==> src/sv/dnrd_pkg.sv <==
// Shared types and constants of the delta nibble RLE decoder
`default_nettype none

package dnrd_pkg;

    localparam int QDEPTH    = 4;
    localparam int QPTR_W    = $clog2(QDEPTH);
    localparam int QCNT_W    = QPTR_W + 1;
    localparam int RUN_CNT_W = 5;

    typedef enum logic [1:0] {
        OP_ADD = 2'd0,
        OP_ABS = 2'd1,
        OP_END = 2'd2,
        OP_RUN = 2'd3
    } t_op;

    typedef struct packed {
        t_op        op;
        logic [7:0] arg;
        logic       last;
    } t_entry;

endpackage

`default_nettype wire

==> src/sv/dnrd_if.sv <==
// Valid/ready channel interfaces of the delta nibble RLE decoder
`default_nettype none

interface dnrd_in_if;
    logic       valid;
    logic       ready;
    logic [7:0] code_byte;

    modport source (output valid, output code_byte, input ready);
    modport sink   (input valid, input code_byte, output ready);
endinterface

interface dnrd_out_if;
    logic       valid;
    logic       ready;
    logic [7:0] data_byte;
    logic       block_end;
    logic       last;

    modport source (output valid, output data_byte, output block_end, output last,
                     input ready);
    modport sink   (input valid, input data_byte, input block_end, input last,
                     output ready);
endinterface

`default_nettype wire

==> src/sv/dnrd_fifo.sv <==
// Short operation queue between the decoder front and back ends
`default_nettype none

module dnrd_fifo (
    input  wire logic            i_clk,
    input  wire logic            i_rst_n,
    input  wire logic            i_push,
    input  dnrd_pkg::t_entry     i_entry,
    output logic                 o_ready,
    input  wire logic            i_pop,
    output dnrd_pkg::t_entry     o_entry,
    output logic                 o_valid
);

    dnrd_pkg::t_entry                r_mem [dnrd_pkg::QDEPTH];
    logic [dnrd_pkg::QPTR_W-1:0]     r_wptr;
    logic [dnrd_pkg::QPTR_W-1:0]     r_rptr;
    logic [dnrd_pkg::QCNT_W-1:0]     r_count;
    logic                            do_push;
    logic                            do_pop;

    assign o_ready = (r_count != dnrd_pkg::QCNT_W'(dnrd_pkg::QDEPTH));
    assign o_valid = (r_count != '0);
    assign o_entry = r_mem[r_rptr];
    assign do_push = i_push && o_ready;
    assign do_pop  = i_pop && o_valid;

    always_ff @(posedge i_clk) begin
        if (do_push) begin
            r_mem[r_wptr] <= i_entry;
        end
    end

    always_ff @(posedge i_clk) begin
        if (!i_rst_n) begin
            r_wptr  <= '0;
            r_rptr  <= '0;
            r_count <= '0;
        end else begin
            if (do_push) begin
                r_wptr <= r_wptr + 1'b1;
            end
            if (do_pop) begin
                r_rptr <= r_rptr + 1'b1;
            end
            if (do_push && !do_pop) begin
                r_count <= r_count + 1'b1;
            end else if (do_pop && !do_push) begin
                r_count <= r_count - 1'b1;
            end
        end
    end

endmodule

`default_nettype wire

==> src/sv/dnrd_front.sv <==
// Front end: takes code bytes and turns their nibbles into queued operations
`default_nettype none

module dnrd_front (
    input  wire logic        i_clk,
    input  wire logic        i_rst_n,
    dnrd_in_if.sink          i_in,
    output logic             o_push,
    output dnrd_pkg::t_entry o_entry,
    input  wire logic        i_q_ready
);

    typedef enum logic [4:0] {
        PEND_NONE  = 5'b00001,
        PEND_ABS_H = 5'b00010,
        PEND_ABS_L = 5'b00100,
        PEND_DELTA = 5'b01000,
        PEND_RUN   = 5'b10000
    } t_pend;

    typedef struct packed {
        logic          emit;
        dnrd_pkg::t_op op;
        logic [7:0]    arg;
        t_pend         pend;
        logic [3:0]    held;
    } t_nib_res;

    function automatic t_nib_res classify(t_pend p, logic [3:0] h, logic [3:0] n);
        t_nib_res r;
        r.emit = 1'b0;
        r.op   = dnrd_pkg::OP_ADD;
        r.arg  = 8'd0;
        r.pend = PEND_NONE;
        r.held = h;
        unique case (p)
            PEND_ABS_H: begin
                r.held = n;
                r.pend = PEND_ABS_L;
            end
            PEND_ABS_L: begin
                r.emit = 1'b1;
                r.op   = dnrd_pkg::OP_ABS;
                r.arg  = {h, n};
            end
            PEND_DELTA: begin
                r.emit = 1'b1;
                if (n == 4'd7) begin
                    r.op = dnrd_pkg::OP_END;
                end else if (n < 4'd7) begin
                    r.arg = {4'd0, n} + 8'd7;
                end else begin
                    r.arg = {4'd0, n} + 8'd234;
                end
            end
            PEND_RUN: begin
                r.emit = 1'b1;
                r.op   = dnrd_pkg::OP_RUN;
                r.arg  = {4'd0, n};
            end
            default: begin
                if (n == 4'd7) begin
                    r.pend = PEND_ABS_H;
                end else if (n == 4'd8) begin
                    r.pend = PEND_DELTA;
                end else if (n == 4'd9) begin
                    r.pend = PEND_RUN;
                end else begin
                    r.emit = 1'b1;
                    r.arg  = (n <= 4'd6) ? {4'd0, n} : {4'd0, n} + 8'd240;
                end
            end
        endcase
        return r;
    endfunction

    logic       r_full;
    logic       r_lo;
    logic [7:0] r_byte;
    t_pend      r_pend;
    logic [3:0] r_held;

    logic [3:0] nib;
    t_nib_res   c_cur;
    t_nib_res   c_nxt;
    logic       cur_end;
    logic       adv;
    logic       finish;
    logic       accept;

    assign nib     = r_lo ? r_byte[3:0] : r_byte[7:4];
    assign c_cur   = classify(r_pend, r_held, nib);
    assign c_nxt   = classify(c_cur.pend, c_cur.held, r_byte[3:0]);
    assign cur_end = c_cur.emit && (c_cur.op == dnrd_pkg::OP_END);
    assign adv     = r_full && (!c_cur.emit || i_q_ready);
    assign finish  = adv && (r_lo || cur_end);

    assign i_in.ready = !r_full || finish;
    assign accept     = i_in.valid && i_in.ready;

    assign o_push     = adv && c_cur.emit;
    assign o_entry.op   = c_cur.op;
    assign o_entry.arg  = c_cur.arg;
    assign o_entry.last = r_lo || cur_end || !c_nxt.emit;

    always_ff @(posedge i_clk) begin
        if (accept) begin
            r_byte <= i_in.code_byte;
        end
    end

    always_ff @(posedge i_clk) begin
        if (!i_rst_n) begin
            r_full <= 1'b0;
            r_lo   <= 1'b0;
            r_pend <= PEND_NONE;
            r_held <= 4'd0;
        end else begin
            if (adv) begin
                r_pend <= c_cur.pend;
                r_held <= c_cur.held;
                if (!finish) begin
                    r_lo <= 1'b1;
                end
            end
            if (accept) begin
                r_full <= 1'b1;
                r_lo   <= 1'b0;
            end else if (finish) begin
                r_full <= 1'b0;
                r_lo   <= 1'b0;
            end
        end
    end

endmodule

`default_nettype wire

==> src/sv/dnrd_back.sv <==
// Back end: runs queued operations and drives the registered result channel
`default_nettype none

module dnrd_back (
    input  wire logic        i_clk,
    input  wire logic        i_rst_n,
    input  dnrd_pkg::t_entry i_entry,
    input  wire logic        i_q_valid,
    output logic             o_pop,
    dnrd_out_if.source       o_out
);

    typedef enum logic [1:0] {
        ST_IDLE = 2'b01,
        ST_RUN  = 2'b10
    } t_state;

    t_state                         r_state;
    logic                           r_out_valid;
    logic [7:0]                     r_data;
    logic                           r_end;
    logic                           r_last;
    logic [7:0]                     r_last_value;
    logic [dnrd_pkg::RUN_CNT_W-1:0] r_cnt;
    logic                           r_run_last;

    logic       out_load;
    logic [7:0] sum;

    assign out_load = !r_out_valid || o_out.ready;
    assign o_pop    = (r_state == ST_IDLE) && i_q_valid && out_load;
    assign sum      = r_last_value + i_entry.arg;

    assign o_out.valid     = r_out_valid;
    assign o_out.data_byte = r_data;
    assign o_out.block_end = r_end;
    assign o_out.last      = r_last;

    always_ff @(posedge i_clk) begin
        if (!i_rst_n) begin
            r_state      <= ST_IDLE;
            r_out_valid  <= 1'b0;
            r_last_value <= 8'd0;
            r_cnt        <= '0;
            r_run_last   <= 1'b0;
            r_data       <= 8'd0;
            r_end        <= 1'b0;
            r_last       <= 1'b0;
        end else begin
            unique case (r_state)
                ST_IDLE: begin
                    if (o_pop) begin
                        r_out_valid <= 1'b1;
                        r_end       <= 1'b0;
                        r_last      <= i_entry.last;
                        unique case (i_entry.op)
                            dnrd_pkg::OP_ADD: begin
                                r_data       <= sum;
                                r_last_value <= sum;
                            end
                            dnrd_pkg::OP_ABS: begin
                                r_data       <= i_entry.arg;
                                r_last_value <= i_entry.arg;
                            end
                            dnrd_pkg::OP_END: begin
                                r_data <= 8'd0;
                                r_end  <= 1'b1;
                            end
                            dnrd_pkg::OP_RUN: begin
                                r_data     <= r_last_value;
                                r_last     <= 1'b0;
                                r_cnt      <= dnrd_pkg::RUN_CNT_W'(i_entry.arg[3:0])
                                              + dnrd_pkg::RUN_CNT_W'(2);
                                r_run_last <= i_entry.last;
                                r_state    <= ST_RUN;
                            end
                        endcase
                    end else if (o_out.ready) begin
                        r_out_valid <= 1'b0;
                    end
                end
                ST_RUN: begin
                    if (out_load) begin
                        r_out_valid <= 1'b1;
                        r_data      <= r_last_value;
                        r_end       <= 1'b0;
                        r_last      <= r_run_last && (r_cnt == dnrd_pkg::RUN_CNT_W'(1));
                        r_cnt       <= r_cnt - 1'b1;
                        if (r_cnt == dnrd_pkg::RUN_CNT_W'(1)) begin
                            r_state <= ST_IDLE;
                        end
                    end
                end
                default: begin
                    r_state <= ST_IDLE;
                end
            endcase
        end
    end

endmodule

`default_nettype wire

==> src/sv/delta_nibble_rle_decoder_core.sv <==
// Top level of the delta nibble RLE decoder
// Usage:
//   i_in carries one compressed code byte per transaction; its high nibble is
//   decoded first, then its low nibble. o_out carries decoded bytes, one per
//   transaction, with block_end marking the end-of-block item (data_byte 0)
//   and last marking the final result caused by an input byte.
//   A result passes the code byte register, the operation queue and the
//   output register. The front end takes the next code byte in the same
//   cycle as it finishes the current one; a nibble that emits waits for queue room.
//   A repeat code with count nibble n holds the back end for n+3 output bytes;
//   meanwhile the 4-entry operation queue fills and then stalls input.
//   Bytes that only feed a pending code produce no results.
//   Reset (synchronous, active low): the last decoded byte becomes 0, no code
//   is pending, the queue is emptied and o_out.valid drops.
//   A stalled receiver holds the output register; the queue absorbs a few
//   operations before i_in.ready falls.
`default_nettype none

module delta_nibble_rle_decoder_core (
    input  wire logic  i_clk,
    input  wire logic  i_rst_n,
    dnrd_in_if.sink    i_in,
    dnrd_out_if.source o_out
);

    logic             q_push;
    logic             q_ready;
    logic             q_pop;
    logic             q_valid;
    dnrd_pkg::t_entry q_in;
    dnrd_pkg::t_entry q_out;

    dnrd_front u_front (
        .i_clk     (i_clk),
        .i_rst_n   (i_rst_n),
        .i_in      (i_in),
        .o_push    (q_push),
        .o_entry   (q_in),
        .i_q_ready (q_ready)
    );

    dnrd_fifo u_fifo (
        .i_clk   (i_clk),
        .i_rst_n (i_rst_n),
        .i_push  (q_push),
        .i_entry (q_in),
        .o_ready (q_ready),
        .i_pop   (q_pop),
        .o_entry (q_out),
        .o_valid (q_valid)
    );

    dnrd_back u_back (
        .i_clk     (i_clk),
        .i_rst_n   (i_rst_n),
        .i_entry   (q_out),
        .i_q_valid (q_valid),
        .o_pop     (q_pop),
        .o_out     (o_out)
    );

endmodule

`default_nettype wire

==> src/flat_wrapper.sv <==
// flat-port wrapper written by rule: the top's interface ports become plain ports
module delta_nibble_rle_decoder_core_flat 
  (i_clk, i_rst_n, i_in_valid, i_in_code_byte, i_in_ready, o_out_valid, o_out_data_byte, o_out_block_end, o_out_last, o_out_ready);
  dnrd_in_if i_in_i ();
  dnrd_out_if o_out_i ();
  input  wire logic i_clk;
  input  wire logic i_rst_n;
  input wire logic [$bits(i_in_i.valid)-1:0] i_in_valid;
  input wire logic [$bits(i_in_i.code_byte)-1:0] i_in_code_byte;
  output wire logic [$bits(i_in_i.ready)-1:0] i_in_ready;
  output wire logic [$bits(o_out_i.valid)-1:0] o_out_valid;
  output wire logic [$bits(o_out_i.data_byte)-1:0] o_out_data_byte;
  output wire logic [$bits(o_out_i.block_end)-1:0] o_out_block_end;
  output wire logic [$bits(o_out_i.last)-1:0] o_out_last;
  input wire logic [$bits(o_out_i.ready)-1:0] o_out_ready;
  assign i_in_i.valid = i_in_valid;
  assign i_in_i.code_byte = i_in_code_byte;
  assign i_in_ready = i_in_i.ready;
  assign o_out_valid = o_out_i.valid;
  assign o_out_data_byte = o_out_i.data_byte;
  assign o_out_block_end = o_out_i.block_end;
  assign o_out_last = o_out_i.last;
  assign o_out_i.ready = o_out_ready;
  delta_nibble_rle_decoder_core u_core (.i_clk(i_clk), .i_rst_n(i_rst_n), .i_in(i_in_i), .o_out(o_out_i));
endmodule
==> config.mk <==
export PLATFORM = sky130hd
export DESIGN_NAME = delta_nibble_rle_decoder_core_flat
export DESIGN_NICKNAME = d
export VERILOG_FILES = /design/src/sv/dnrd_pkg.sv /design/src/sv/dnrd_if.sv /design/src/sv/dnrd_fifo.sv /design/src/sv/dnrd_front.sv /design/src/sv/dnrd_back.sv /design/src/sv/delta_nibble_rle_decoder_core.sv /design/src/flat_wrapper.sv
export SDC_FILE = /design/constraint.sdc
export NUM_CORES = 1
export LEC_CHECK = 0
export BUFFER_PORTS_ARGS = -buffer_cell sky130_fd_sc_hd__clkbuf_2
export CORE_ASPECT_RATIO = 1.1
export CORE_MARGIN = 1
export CORE_UTILIZATION = 35
export CTS_CLUSTER_DIAMETER = 200
export DETAILED_ROUTE_END_ITERATION = 8
export PLACE_DENSITY = 0.51
export SYNTH_ARGS = -nofsm -noshare
export SYNTH_HDL_FRONTEND = slang
export SYNTH_SLANG_ARGS = --single-unit
==> constraint.sdc <==
create_clock -name i_clk -period 5.12 [get_ports i_clk]
set_input_delay 1.024 -clock i_clk [delete_from_list [all_inputs] [get_ports i_clk]]
set_output_delay 1.024 -clock i_clk [all_outputs]
set_load 0.02 [all_outputs]
# Word level (Yosys, flattened, before mapping)
# Memory sizes are Yosys's and may differ from the RTL's. A register that Yosys moved wholly into a read port is not among the register bits.
# Cells that the tools add are included.
# word_totals
regBits,53
ram_bits,44
word_cells,152
mem_count,1
# op_classes
add_sub_neg,10
n_lt_le_gt_ge,2
n_eq_ne,27
muxes,56
n_bitwise,1
reduce_logical,39
# mem_list
memory,depth,word_bits,read_ports,rd_clocked_by_memory_dff,write_ports,line_no,text
u_core.u_fifo.r_mem,4,11,1,1,1,dnrd_fifo.sv:15,dnrd_pkg::t_entry r_mem [dnrd_pkg::QDEPTH];
# ops
operator,n
2-to-1 mux 8 bit,8
one-hot mux 8 bit (4 select lines),2
one-hot mux 8 bit (2 select lines),2
2-to-1 mux 5 bit,6
one-hot mux 5 bit (2 select lines),2
2-to-1 mux 1 bit,19
== test 4 bit (second input constant),4
2-to-1 mux 2 bit,7
logical AND 1 bit,12
AND reduction 3 bit,4
== test 5 x 2 -> 1 bit (second input constant),2
== test 5 x 3 -> 1 bit (second input constant),2
== test 5 x 4 -> 1 bit (second input constant),2
== test 5 bit (second input constant),2
one-hot mux 1 bit (2 select lines),5
OR reduction 3 bit,3
adder 8 bit,1
== test 2 bit (second input constant),4
== test 4 x 3 -> 1 bit (second input constant),2
AND reduction 4 bit,2
nonzero test 2 bit,4
adder 5 x 6 -> 7 bit (second input constant),1
adder 5 x 5 -> 6 bit (second input constant),1
zero test 1 bit,6
23 further kinds,32

# Depth between registers and ports, before layout
# logic_depth
depth_word,15
mapped_depth,14
depth_no_buf,13

# Hierarchy
# Synthesis repeated with hierarchy kept, for this count alone.
# unflattened
hier_cells,481
hier_area_um2,5283.8
# modules_own_cells
mod,instances,cells_per_inst,area_each_um2,seq_area_each_um2
dnrd_fifo,1,105,2110.8,1501.4
dnrd_back,1,217,1709.1,540.5
dnrd_front,1,159,1463.9,460.4

# Least setup slack after synthesis
# Ideal clock, no wire load.
# synth_timing
path_kind,flip-flop to flip-flop
from,register u_core.u_front.r_lo
to,register u_core.u_fifo.r_count[2] (netlist bit)
setup_time_ps,71
arrival_time_ps,3600
required_time_ps,5049
slack_ps,1450
stages_incl_launch_ff,15
path_cell_list,dfxtp_1 buf_2 mux2i_1 inv_1 ha_1 nor4bb_1 a31o_2 or3_1 o22ai_2 ha_1 inv_1 fa_1 xor2_1 or3_1 a21oi_1
# synth_via
elab_chain_cells,14
# synth_rtl
element,line_no,text
from (decl),dnrd_front.sv:78,logic r_lo;
from (signal assigned),dnrd_front.sv:115,r_lo <= 1'b0;
from (signal assigned),dnrd_front.sv:123,r_lo <= 1'b1;
from (signal assigned),dnrd_front.sv:128,r_lo <= 1'b0;
2-to-1 mux 4 bit (*),dnrd_front.sv:91,assign nib = r_lo ? r_byte[3:0] : r_byte[7:4];
via u_core.u_front.nib[1],dnrd_front.sv:83,logic [3:0] nib;
== test 4 bit,dnrd_front.sv:66,end else if (n == 4'd9) begin
2-to-1 mux 1 bit,dnrd_front.sv:66,
2-to-1 mux 1 bit,dnrd_front.sv:64,end else if (n == 4'd8) begin
2-to-1 mux 1 bit (*),dnrd_front.sv:62,if (n == 4'd7) begin
one-hot mux 1 bit (2 select lines) (*),dnrd_front.sv:36,unique case (p)
zero test 1 bit,dnrd_front.sv:95,assign adv = r_full && (!c_cur.emit || i_q_ready);
logical OR 1 bit,dnrd_front.sv:95,
logical AND 1 bit,dnrd_front.sv:95,
logical AND 1 bit (*),dnrd_front.sv:101,assign o_push = adv && c_cur.emit;
logical AND 1 bit (*),dnrd_fifo.sv:25,assign do_push = i_push && o_ready;
via u_core.u_fifo.do_push,dnrd_fifo.sv:19,logic do_push;
zero test 1 bit,dnrd_fifo.sv:48,end else if (do_pop && !do_push) begin
logical AND 1 bit,dnrd_fifo.sv:48,
nonzero test 2 bit (no line),-,
to (signal assigned),dnrd_fifo.sv:47,r_count <= r_count + 1'b1;
to (signal assigned),dnrd_fifo.sv:49,r_count <= r_count - 1'b1;
to (decl),dnrd_fifo.sv:18,logic [dnrd_pkg::QCNT_W-1:0] r_count;
# The timed path passes the listed nets; every way through them passes the cells marked *.
# A chain may end at the register's enable or synchronous reset.

# Worst setup path in the final report
# layout_timing
from,register u_core.u_front.r_lo
to,output port i_in_ready
# layout_via
elab_chain_cells,11
# layout_rtl
element,line_no,text
2-to-1 mux 4 bit (*),dnrd_front.sv:91,
via u_core.u_front.nib[0],dnrd_front.sv:83,
== test 4 bit,dnrd_front.sv:66,
2-to-1 mux 1 bit,dnrd_front.sv:66,
2-to-1 mux 1 bit,dnrd_front.sv:64,
2-to-1 mux 1 bit,dnrd_front.sv:62,
one-hot mux 1 bit (2 select lines),dnrd_front.sv:36,
zero test 1 bit,dnrd_front.sv:95,
logical OR 1 bit,dnrd_front.sv:95,
logical AND 1 bit,dnrd_front.sv:95,
logical AND 1 bit (*),dnrd_front.sv:96,assign finish = adv && (r_lo || cur_end);
logical OR 1 bit (*),dnrd_front.sv:98,assign i_in.ready = !r_full || finish;
to (decl),flat_wrapper.sv:10,output wire logic [$bits(i_in_i.ready)-1:0] i_in_ready;
# Marked as above.

==> metrics.md <==
| Metric | Value |
|---|---|
| Status | `completed` |
| Final min period | `3.977 ns` |
| First-pass GRT wire length | `around 18000 um` |
| Synth-to-Final Area Change | `11.00%` |
| Initial Util | `between 30% and 40%` |
| Clk root buf | `clkbuf_16` |
| FF+latch count, synth | `99` |
| Register area | `roughly 0.0025 mm2` |
| CP startpoint kind | `flop` |
| Global Route Usage Sum | `15.53%` |
| Drt initial violations | `around 190` |
| Die Ht | `roughly 130 um` |
| Wire per inst | `between 15 and 20 um` |
| Worst R2R Setup Slack | `1.34 ns` |
| Post-CTS Setup Bufs | `0` |
| Multi-input logic area | `approximately 0.0024 mm2` |
| Non-filler cells in the finished layout | `slightly below 700` |
| Die area | `0.01512 mm2` |
| Syn Nets | `around 500` |
| Via count | `3596` |
| Final net count | `517` |
| Yosys warning total | `0` |
| Sink Count | `slightly below 100` |
| Final WS setup | `around 1.1 ns` |
| Leak | `2.079 nW` |
| Unique cell type count in the Yosys netlist | `between 60 and 70` |
| Total CTS buffers | `9` |
| Placed cell count | `around 660` |
| Port bufs | `23` |
| RSZ-0062 raised after global routing | `false` |
| Vias in the first global route | `about 3500` |
| Max cap viols | `0` |
| Setup TNS | `0 ns` |
| Gpl congestion | `about 0.85` |
| TritonCTS clock tree | `built` |
| CP max stage cell | `dfxtp_1` |
| Worst EP arrival | `2.95 ns` |
| Seq/Total Area, Yosys | `48.88%` |
| Total gr overflow | `0` |
| Clock Path Buffers | `2` |
| Fmax | `roughly 250 MHz` |
| Fill count | `about 1400` |
| Skew final | `between 0.006 and 0.007 ns` |
| Final ANT Viol Nets | `0` |
| Crit end category | `output port` |
| Core Box Area | `around 0.014 mm2` |
| Delay of the slowest cell on the worst path | `between 0.5 and 0.6 ns` |
| Site Rows | `46` |
| Synth Area per Inst | `about 11 um2` |
| Mapped Cells | `roughly 470` |
| Max Slew Vio Count | `0` |
| Post-Route WL | `between 10000 and 15000 um` |
| Antenna diodes | `0` |
| DP Worst Slack | `~1.3 ns` |
| Detailed Place HPWL | `slightly below 8000 um` |
| Clock Latency Late Sink | `approximately 0.35 ns` |
| Critical Path RT | `~4.1 ns` |
| Post-synthesis cell area | `between 0.005 and 0.006 mm2` |
| H-tree levels | `3` |
| Number of synthesized flops with an enable pin | `52` |
| Critical Path, Cell by Cell | `mux2_2 -> ha_1 -> nor4bb_1 -> a31o_2 -> or3_1 -> o22ai_1 -> o21ai_1 -> clkbuf_2` |
| Top_reg_cell synth | `edfxtp_1` |
| Largest net degree at the start of global routing | `20` |
| Vias per inst | `between 5 and 6` |
| Layout cell share with drive strength beyond 1 | `a little under an eighth` |
| Relative slew margins | `around 23%` |
| Area contributors post-synth | `edfxtp_1, dfxtp_1, ha_1` |
| Most frequent cells in the layout | `edfxtp_1, nor2_1, dfxtp_1, nand2_1, a21oi_1` |
| Hold Path Class | `reg2reg` |
| Ys async rst share | `0%` |
| Max FO, Critical Path | `12` |
| Post-CTS Resized | `0` |
| Post-synth top area cell | `edfxtp_1` |
| DRC | `0` |
| Drt first pass iters | `4` |
| Die width | `approximately 120 um` |
| Transition time of the tightest slew-check pin | `roughly 1.2 ns` |
| Worst-path clk slew | `~0.070 ns` |
| Io pins | `24` |
| Antenna violations before repair | `0` |
| Crit Path Category | `reg2out` |
| VDD IR max | `approximately 0.18 mV` |
| Fin. Hold Viols | `0` |
| Share of the synthesized area in the top cell type | `just over 30%` |
| Cell area power density | `512.8 mW/mm2` |
| Final setup fails | `0` |
| Post-CTS Hold Fix Bufs | `0` |
| Final worst path period share | `slightly below 80%` |
| Commonest non-fill, non-tap cell in the layout | `edfxtp_1` |
| Final Hold Slack | `approximately 0.49 ns` |
==> kinds of logic (layout without fill, tap and decap cells) <==
| logic type | count (synthesis) | count (layout) | share of synthesized area (%) |
|---|---|---|---|
| simple gates | 145 | 145 | 14.05 |
| fa+ha+maj | 25 | 25 | 6.403 |
| xor+xnor | 15 | 15 | 2.713 |
| flops | 99 | 99 | 48.88 |
| buf+inv | 38 | 57 | 3.519 |
| mux | 28 | 28 | 8.895 |
| compound gates | 116 | 116 | 15.54 |
==> stage by stage <==
step | instance area [um2] | total power [mW] | util, %
floorplan | 5120 | 1.959 | -
global placement | 5370 | 2.211 | 37.47
detailed placement | 5370 | 2.219 | 37.47
CTS | 5683 | 2.939 | 39.65
global route | 5683 | 3.103 | 39.65
finish | 5683 | 2.914 | 39.65
==> Yosys cell counts (3+ instances only) <==
library cell and number:
o21ai_0 21, a211oi_1 8, inv_1 15, and2_1 6, mux2_2 6, nand2b_1 7
o221ai_1 3, a31oi_1 5, mux4_1 8, nor3_1 7, or3_1 9, nor3b_1 3
o21a_1 5, nand3_1 9, nor2b_1 5, o211ai_1 3, ha_1 23, a311oi_1 3
nand4_1 3, edfxtp_1 52, clkbuf_1 10, xnor2_1 5, mux4_2 3, xor2_1 9
nor2_1 51, a2bb2oi_1 3, buf_2 6, o21ai_1 3, dfxtp_1 47, a221oi_1 4
mux2i_1 11, a21oi_1 24, buf_4 4, nand2_1 27, o31ai_1 6, nand3b_1 6
a21o_1 8
==> layer usage <==
layer	vias up	GRT usage, %	wire [um]
li1	1774	-	-
met1	1747	16.70	4813
met2	61	28.96	5735
met3	14	3.502	350
met4	0	7.410	242
met5	-	0	0
==> area by class of cell <==
class	instances	share of cell area (%)
flip-flops and latches	99	44.03
multi-input cells	329	42.89
clock buffers	11	4.469
well taps	192	4.227
repair buffers	25	2.290
inverters	16	1.057
clock inverters	5	1.035
==> power breakdown <==
part	internal, mW	leakage (nW)	switching (mW)	total (mW)
combinational	0.463	1.07	0.653	1.12
sequential	0.971	0.866	0.115	1.09
clock	0.410	0.147	0.302	0.712
==> sequential cells by signal (all words and copies together) (netlist names), named ones only <==
| register | cells |
|---|---|
| u_core.u_fifo.r_mem | 44 |
| u_core.u_back.o_out.data_byte | 8 |
| u_core.u_back.r_last_value | 8 |
| u_core.u_front.r_byte | 8 |
| u_core.u_back.r_cnt | 5 |
| u_core.u_front.r_pend | 5 |
| u_core.u_front.r_held | 4 |
| u_core.u_fifo.r_count | 3 |
| u_core.u_back.r_state | 2 |
| u_core.u_fifo.r_rptr | 2 |
| u_core.u_fifo.r_wptr | 2 |
| u_core.u_back.o_out.block_end | 1 |
| u_core.u_back.o_out.last | 1 |
| u_core.u_back.o_out.valid | 1 |
| u_core.u_back.r_run_last | 1 |
| u_core.u_front.r_full | 1 |
| u_core.u_front.r_lo | 1 |
==> worst paths after layout <==
path,start,to,depth (start not counted)
setup reg to reg,u_core.u_front.r_lo$_SDFFE_PP0P_,u_core.u_fifo.r_count[2]$_SDFFE_PN0P_,12
setup / recovery,u_core.u_front.r_lo$_SDFFE_PP0P_,i_in_ready,8
hold reg to reg,u_core.u_back.r_state[0]$_SDFFE_PN1P_,u_core.u_back.o_out.valid$_SDFFE_PN0P_,1
hold / removal,u_core.u_back.r_state[0]$_SDFFE_PN1P_,u_core.u_back.o_out.valid$_SDFFE_PN0P_,1
==> worst max-delay path: cells and delay by family (launching register included) <==
family	cells	cell delay [ns]
AOI/OAI and AO/OA	3	0.61
DFF	1	0.58
and+or+nand+nor	2	0.50
muxes	1	0.47
adders and majority gates	1	0.28
buffers and inverters	1	0.18
No activity file was read; power rests on OpenSTA's default activity.
